`src/rtl/tsod_pkg.sv`:
```
`timescale 1ns / 1ps
// ----------------------------------------------------------------------------
// tsod_pkg
// Shared types and constants for the two-state ODE derivative pipeline:
// mode and status codes, register indexes, fixed-point positions, latencies.
// ----------------------------------------------------------------------------
package tsod_pkg;

    // Fixed-point positions: rates and compartments Q8.24, ages Q8.16
    localparam int FRAC_BITS = 24;
    localparam int AGE_FRAC  = 16;

    // Rates handled per item: incidence, remission, excess and other mortality
    localparam int NUM_RATES = 4;

    // Pipeline depth of the numerator stages and the fixed part of the divider
    localparam int NUM_LAT   = 4;
    localparam int DIV_EXTRA = 2;

    // Configuration register indexes
    localparam int REG_INDEX_WIDTH = 3;
    localparam logic [REG_INDEX_WIDTH-1:0] REG_AGE_BOUNDS = 3'd0;
    localparam logic [REG_INDEX_WIDTH-1:0] REG_INCIDENCE  = 3'd1;
    localparam logic [REG_INDEX_WIDTH-1:0] REG_REMISSION  = 3'd2;
    localparam logic [REG_INDEX_WIDTH-1:0] REG_EXCESS     = 3'd3;
    localparam logic [REG_INDEX_WIDTH-1:0] REG_OTHER      = 3'd4;

    // Evaluation modes
    typedef enum logic [1:0] {
        FUNC_DERIV = 2'd0,
        FUNC_SLOPE = 2'd1,
        FUNC_JACOB = 2'd2,
        FUNC_NONE  = 2'd3
    } func_t;

    // Result status codes
    typedef enum logic [1:0] {
        STATUS_OK    = 2'd0,
        STATUS_RANGE = 2'd1,
        STATUS_EMPTY = 2'd2
    } status_t;

    // Control that travels alongside each transaction
    typedef struct packed {
        logic    valid;
        func_t   func;
        status_t status;
    } ctl_t;

endpackage

```
`src/rtl/tsod_div.sv`:
```
`timescale 1ns / 1ps
// ----------------------------------------------------------------------------
// tsod_div
// Pipelined restoring divider for one rate lane, one quotient bit per stage.
// Detects quotient overflow up front, restores the sign at the end and
// saturates to the signed data range in a final output register.
// ----------------------------------------------------------------------------
module tsod_div #(
    parameter int DATA_WIDTH = 32,
    parameter int AGE_WIDTH  = 24
) (
    input  logic                                 clk,
    input  logic [DATA_WIDTH+AGE_WIDTH+2:0]      n,
    input  logic [AGE_WIDTH:0]                   dd,
    input  logic                                 neg,
    output logic signed [DATA_WIDTH-1:0]         rate
);
    import tsod_pkg::*;

    localparam int NW = DATA_WIDTH + AGE_WIDTH + 3;
    localparam int HW = NW - DATA_WIDTH;
    localparam int RW = AGE_WIDTH + 1;

    localparam logic signed [DATA_WIDTH-1:0] MAXV = {1'b0, {(DATA_WIDTH-1){1'b1}}};
    localparam logic signed [DATA_WIDTH-1:0] MINV = {1'b1, {(DATA_WIDTH-1){1'b0}}};

    logic [HW-1:0]          nh;
    logic                   ovf0;

    logic [RW-1:0]          rem_reg [DATA_WIDTH+1];
    logic [DATA_WIDTH-1:0]  low_reg [DATA_WIDTH+1];
    logic [DATA_WIDTH-1:0]  q_reg   [DATA_WIDTH+1];
    logic                   ovf_reg [DATA_WIDTH+1];
    logic                   neg_reg [DATA_WIDTH+1];
    logic [RW-1:0]          dd_reg  [DATA_WIDTH+1];

    logic [DATA_WIDTH-1:0]  q_fin;
    logic                   big;
    logic signed [DATA_WIDTH-1:0] rate_next, rate_reg;

    // Flag a quotient too wide for the data range; seed the remainder
    always_comb
    begin
        nh   = n[NW-1:DATA_WIDTH];
        ovf0 = (nh >= HW'(dd));
    end

    always_ff @(posedge clk)
    begin
        rem_reg[0] <= nh[RW-1:0];
        low_reg[0] <= n[DATA_WIDTH-1:0];
        q_reg[0]   <= '0;
        ovf_reg[0] <= ovf0;
        neg_reg[0] <= neg;
        dd_reg[0]  <= dd;
    end

    // One quotient bit per stage, most significant first
    for (genvar k = 1; k <= DATA_WIDTH; k++)
    begin : g_step
        logic [RW:0]   shifted;
        logic [RW+1:0] trial;
        logic          take;
        logic [RW-1:0] rem_next;

        always_comb
        begin
            shifted  = {rem_reg[k-1], low_reg[k-1][DATA_WIDTH-1]};
            trial    = {1'b0, shifted} - {2'b00, dd_reg[k-1]};
            take     = ~trial[RW+1];
            rem_next = take ? trial[RW-1:0] : shifted[RW-1:0];
        end

        always_ff @(posedge clk)
        begin
            rem_reg[k] <= rem_next;
            low_reg[k] <= low_reg[k-1] << 1;
            q_reg[k]   <= {q_reg[k-1][DATA_WIDTH-2:0], take};
            ovf_reg[k] <= ovf_reg[k-1];
            neg_reg[k] <= neg_reg[k-1];
            dd_reg[k]  <= dd_reg[k-1];
        end
    end

    // Restore the sign and clamp to the data range
    always_comb
    begin
        q_fin = q_reg[DATA_WIDTH];
        if (neg_reg[DATA_WIDTH])
        begin
            big       = ovf_reg[DATA_WIDTH] ||
                        (q_fin[DATA_WIDTH-1] && (|q_fin[DATA_WIDTH-2:0]));
            rate_next = big ? MINV : $signed(~q_fin + DATA_WIDTH'(1));
        end
        else
        begin
            big       = ovf_reg[DATA_WIDTH] || q_fin[DATA_WIDTH-1];
            rate_next = big ? MAXV : $signed(q_fin);
        end
    end

    always_ff @(posedge clk)
    begin
        rate_reg <= rate_next;
    end

    assign rate = rate_reg;

endmodule

```
`config.mk`:
```
export PLATFORM = sky130hd
export DESIGN_NAME = tsod_div
export DESIGN_NICKNAME = d
export VERILOG_FILES = /design/src/rtl/tsod_pkg.sv /design/src/rtl/tsod_div.sv
export SDC_FILE = /design/constraint.sdc
export NUM_CORES = 2
export LEC_CHECK = 0
export BUFFER_PORTS_ARGS = -buffer_cell sky130_fd_sc_hd__buf_2
export CORE_UTILIZATION = 55
export CTS_CLUSTER_SIZE = 14
export DETAILED_ROUTE_END_ITERATION = 16
export HOLD_SLACK_MARGIN = 0.03
export PLACE_DENSITY = 0.74
export REMOVE_ABC_BUFFERS = 1
export SETUP_SLACK_MARGIN = 0.15
export SYNTH_ARGS = -nofsm -noshare
export SYNTH_HDL_FRONTEND = slang
export SYNTH_SLANG_ARGS = --single-unit
export TNS_END_PERCENT = 20
```
`constraint.sdc`:
```
create_clock -name clk -period 3.6 [get_ports clk]
set_input_delay 0 -clock clk [delete_from_list [all_inputs] [get_ports clk]]
set_output_delay 0 -clock clk [all_outputs]
set_load 0.02 [all_outputs]
```
# ---- Word-level counts from Yosys, hierarchy flattened
# Memory sizes are Yosys's and may differ from the RTL's.
# Index checks and enable logic that the tools add are counted.
dict set report word_totals {
  mem_bits_rw 3828
  inputBits 86
  n_memories 6
  out_inout_bits 32
  register_bits 32
  wordCells 113
}
dict set report op_classes {
  order_cmp 1
  addsub 33
  n_reduce_logical 4
  mux 35
  bitwise_logic 33
}
# name depth width read_ports rd_ports_with_merged_regs wr line_no
set mem_list {}
lappend mem_list {low_reg 33 32 32 0 33 tsod_div.sv:31} ;# logic [DATA_WIDTH-1:0] low_reg [DATA_WIDTH+1];
lappend mem_list {q_reg 33 32 33 0 33 tsod_div.sv:32} ;# logic [DATA_WIDTH-1:0] q_reg [DATA_WIDTH+1];
lappend mem_list {dd_reg 33 25 32 0 33 tsod_div.sv:35} ;# logic [RW-1:0] dd_reg [DATA_WIDTH+1];
lappend mem_list {rem_reg 33 25 32 0 33 tsod_div.sv:30} ;# logic [RW-1:0] rem_reg [DATA_WIDTH+1];
lappend mem_list {neg_reg 33 1 33 0 33 tsod_div.sv:34} ;# logic neg_reg [DATA_WIDTH+1];
lappend mem_list {ovf_reg 33 1 33 0 33 tsod_div.sv:33} ;# logic ovf_reg [DATA_WIDTH+1];
# op count
set op_table {}
lappend op_table {{$sub A26 B25 Y27} 32}
lappend op_table {{$mux W25} 32}
lappend op_table {{$mux W32} 3}
lappend op_table {{$add A32 B1 Y32 const B} 1}
lappend op_table {{$not A1 Y1} 32}
lappend op_table {{$not A32 Y32} 1}
lappend op_table {{$reduce_or A31 Y1} 1}
lappend op_table {{$ge A27 B25 Y1} 1}
lappend op_table {{$logic_or A1 B1 Y1} 2}
lappend op_table {{$logic_and A1 B1 Y1} 1}

# ---- Logic depth before layout (Yosys ltp)
dict set report logic_depth {
  depth_word 5
  mapped_depth 16
  ltp_nobuf 14
}

# ---- Worst setup path after synthesis
# OpenSTA, ideal clock, no wires.
dict set report synth_timing {
  path_kind {flip-flop to flip-flop}
  start {memory low_reg[5][31], in the netlist low_reg[0][191]}
  end {memory rem_reg[0][166] (netlist name)}
  setup_ns 0.121
  stages_incl_launch_ff 16
  setup_slack_ns -0.121
  arrival_time_ns 3.600
  required_ns 3.479
  cell_sequence {dfxtp_1 inv_1 ha_1 inv_1 fa_1 a21o_1 a21oi_1 o21ai_0 a311oi_1 o21ai_0 nor3b_1 o31a_1 o21a_1 nor3_2 buf_2 mux2_2}
}
# item line_no
set synth_lines {}
lappend synth_lines {{start: declaration} tsod_div.sv:31}
lappend synth_lines {{end: declaration} tsod_div.sv:30}

==> reports/qor.csv <==
metric,value,unit
num-nets-final,11600,
buffer_ports.inserted,117,
cts_tree,built,
layout.filler_cells,13900,
final_total_negative_setup_slack,0,ps
synth-main-ff-cell,sky130_fd_sc_hd__dfxtp_1,
setup_ws,37.0,ps
period_utilization,99.0,%
dp_hpwl,159,mm
crit_path_top_delay_cell,sky130_fd_sc_hd__fa_2,
detail_route.wl_per_cell,16.9,um
status,"complete, no violations",
vias_in_the_first_global_route,70900,
grt_max_degree,49,
worst_slew_margin_rel,17.8,%
ys_types,85,
most-common-layout-cells,"sky130_fd_sc_hd__dfxtp_1, sky130_fd_sc_hd__inv_1, sky130_fd_sc_hd__ha_1",
fin_max_slew_vios,0,
design.portCount,118,
count_of_buffer_and_inverter_cells_on_the_critical_path,5,
worstHoldPathType,in -> reg,
area_growth,19.1,%
clock_transition_at_path_regs,60,ps
syn_area_per_cell,10.4,um2
worst-endpoint-required,4380,ps
fmax,281,MHz
worst-path-max-fanout,6,
final_routed_wirelength,225,mm
cp-start-kind,flip-flop,
die_w,434,um
cts_buffer_depth,4,
slowest_delay,370,ps
setup_viol_count_final,0,
drive_above_1_share,14.1,%
portion_of_the_post_synthesis_area_used_by_sequential_elements,53.7,%
fp.dieH,434,um
grt_setup_unrepaired,yes,
irDropWorstVdd,0.000601,V
grt_util_all_layers,23.1,%
multiInputGateArea,44800,um2
layout_commonest_cell,sky130_fd_sc_hd__dfxtp_1,
clkLatencyLatePin,940,ps
synthesis.area,103000,um2
yosysWarnings,0,
gp_congestion,0.926,
seqCellArea,55200,um2
core,185000,um2
dieArea,189000,um2
synth-edff-count,0,
dp_worst_slack,-242,ps
yosys_register_bits,2754,
synthesis.instances,9908,
core.rowCount,158,
worst_ep_arrival_time,4350,ps
initial_antenna_violation_count,7,
cap_violations,0,
power.density,1030,nW/um2
dr_total_vias,71200,
crit_family,compound AO/OA/AOI/OAI gates,
worst_setup_ep_type,flip-flop,
synth-async-reset-ratio,0,%
timing.final.crit_period,3560,ps
timing_worst_slew_pin_value,1230,ps
final_cell_count_no_fill,13400,
drt_drc_violations_left,0,
leakage_power_of_the_design,56.2,nW
detail_route.first_pass.iterations,6,
route.detailed.vias_per_inst,5.33,
path_common_cell,sky130_fd_sc_hd__inv_2,
wire_length_of_the_first_global_routing_pass,355,mm
clock_sink_count,2754,
cts_inserted_buffers,289,
drt_first_iter_violations,3885,
final.setup_skew,93.7,ps
drt.antenna.violating_nets,0,
cts_root_buffer,sky130_fd_sc_hd__clkbuf_16,
timing.critical_path.cells,"inv_2, ha_4, inv_2, fa_2, a211oi_4, o211ai_1, a31o_2, nand3_2, nand2_2, a311o_1, a2111oi_4, buf_4, nor4b_2, nand2b_4, buf_6, buf_16, mux2_2",
htree_num_levels,5,
final-hold-violation-count,0,
initial_core_util,55.4,%
globalRoute.totalOverflow,0,
place_inst,12600,
worst-setup-path-type,reg -> reg,
## kinds of logic (layout without fill, tap and decap cells)
family,count (synthesis),count (layout),share of synthesized area (%)
AOI/OAI and AO/OA,2263,2263,13.8
xor gates and xnor gates,603,603,5.14
adders and majority gates,856,856,10.7
buffers and inverters,1216,2176,4.48
DFF,2754,2754,53.7
muxes,347,347,3.76
other,0,17,0
and+or+nand+nor,1869,1869,8.48
## cell type report
type	count	share of cell area, %
multi-input combinational	5938	36.6
sequential	2754	45.1
antenna	17	0.0348
clock buffer	375	6.54
timing repair buffer	639	4.88
inverter	1070	3.29
clock inverter	92	0.994
tap	2480	2.54
## where the power goes
group | internal (mW) | leakage [nW] | switching, mW
Combinational | 25.8 | 28.5 | 27.1
Sequential | 39.1 | 23.2 | 5.03
Clock | 17.4 | 4.51 | 11.5
## per-layer routing
layer	global-route usage [%]	wire length, um
met1	27.3	94600
met2	40.9	111000
met3	3.62	9840
met4	10.8	9860
met5	0	13
## stage by stage
| step | power, mW | hold WS [ps] | util, % | instance area [um2] |
|---|---|---|---|---|
| finish | 126 | 256 | 66.0 | 122000 |
| global route | 134 | 222 | 66.0 | 122000 |
| CTS | 124 | 156 | 64.8 | 120000 |
| detailed placement | 91.8 | 104 | 58.3 | 108000 |
| global placement | 90.4 | 102 | 58.3 | 108000 |
| floorplan | 78.5 | 27.7 | - | 102000 |
## what timing repair did
item | in CTS | in global routing
gates resized for setup | 137 | 356
setup buffers | 52 | 39
hold endpoints to repair | 84 | 0
setup endpoints to repair | 606 | 771
hold buffers | 170 | 0
pin swaps | 54 | 150
gates cloned | 12 | 14
## path summary, 6_finish.rpt
check	start	to	slack (ps)	cells after the start
setup / recovery	low_reg[0][863]	rem_reg[0][698]	40	17
hold / removal	n[6]	low_reg[0][6]	260	3
setup reg to reg	low_reg[0][863]	rem_reg[0][698]	40	17
hold reg to reg	q_reg[12][3]	q_reg[13][4]	290	0
## cell usage after synthesis (14+ instances only)
| cell type | count | area, um2 |
|---|---|---|
| sky130_fd_sc_hd__or3_1 | 47 | 294 |
| sky130_fd_sc_hd__nand4_1 | 56 | 350 |
| sky130_fd_sc_hd__nor2b_1 | 81 | 507 |
| sky130_fd_sc_hd__a31oi_1 | 63 | 394 |
| sky130_fd_sc_hd__fa_1 | 31 | 621 |
| sky130_fd_sc_hd__or2_2 | 23 | 144 |
| sky130_fd_sc_hd__and2_1 | 43 | 269 |
| sky130_fd_sc_hd__nor2_1 | 444 | 1670 |
| sky130_fd_sc_hd__o311ai_1 | 26 | 228 |
| sky130_fd_sc_hd__a21boi_0 | 21 | 158 |
| sky130_fd_sc_hd__a221oi_1 | 14 | 123 |
| sky130_fd_sc_hd__a21oi_1 | 579 | 2900 |
| sky130_fd_sc_hd__inv_1 | 1070 | 4020 |
| sky130_fd_sc_hd__nor3_1 | 128 | 641 |
| sky130_fd_sc_hd__o21ai_0 | 652 | 3260 |
| sky130_fd_sc_hd__nor4_1 | 27 | 169 |
| sky130_fd_sc_hd__clkbuf_1 | 120 | 450 |
| sky130_fd_sc_hd__xnor2_1 | 356 | 3120 |
| sky130_fd_sc_hd__xor2_1 | 247 | 2160 |
| sky130_fd_sc_hd__mux2i_1 | 36 | 360 |
| sky130_fd_sc_hd__o31a_1 | 14 | 123 |
| sky130_fd_sc_hd__buf_1 | 14 | 52.6 |
| sky130_fd_sc_hd__nand2_1 | 696 | 2610 |
| sky130_fd_sc_hd__a211o_1 | 22 | 193 |
| sky130_fd_sc_hd__o211ai_1 | 33 | 248 |
| sky130_fd_sc_hd__dfxtp_1 | 2754 | 55100 |
| sky130_fd_sc_hd__ha_1 | 825 | 10300 |
| sky130_fd_sc_hd__o21a_1 | 116 | 871 |
| sky130_fd_sc_hd__and3_1 | 44 | 275 |
| sky130_fd_sc_hd__nand2b_1 | 117 | 732 |
| sky130_fd_sc_hd__nand3_1 | 98 | 490 |
| sky130_fd_sc_hd__a211oi_1 | 67 | 503 |
| sky130_fd_sc_hd__a21o_1 | 303 | 2270 |
| sky130_fd_sc_hd__mux2_2 | 311 | 3500 |
| sky130_fd_sc_hd__o21bai_1 | 91 | 683 |
| sky130_fd_sc_hd__a2111oi_0 | 21 | 184 |
| sky130_fd_sc_hd__o31ai_1 | 78 | 586 |
## tightest hold or removal path: cells and delay by family
family,cells,cell delay (ps)
buffers and inverters,3,1120
(Power assumes the default switching activity.)
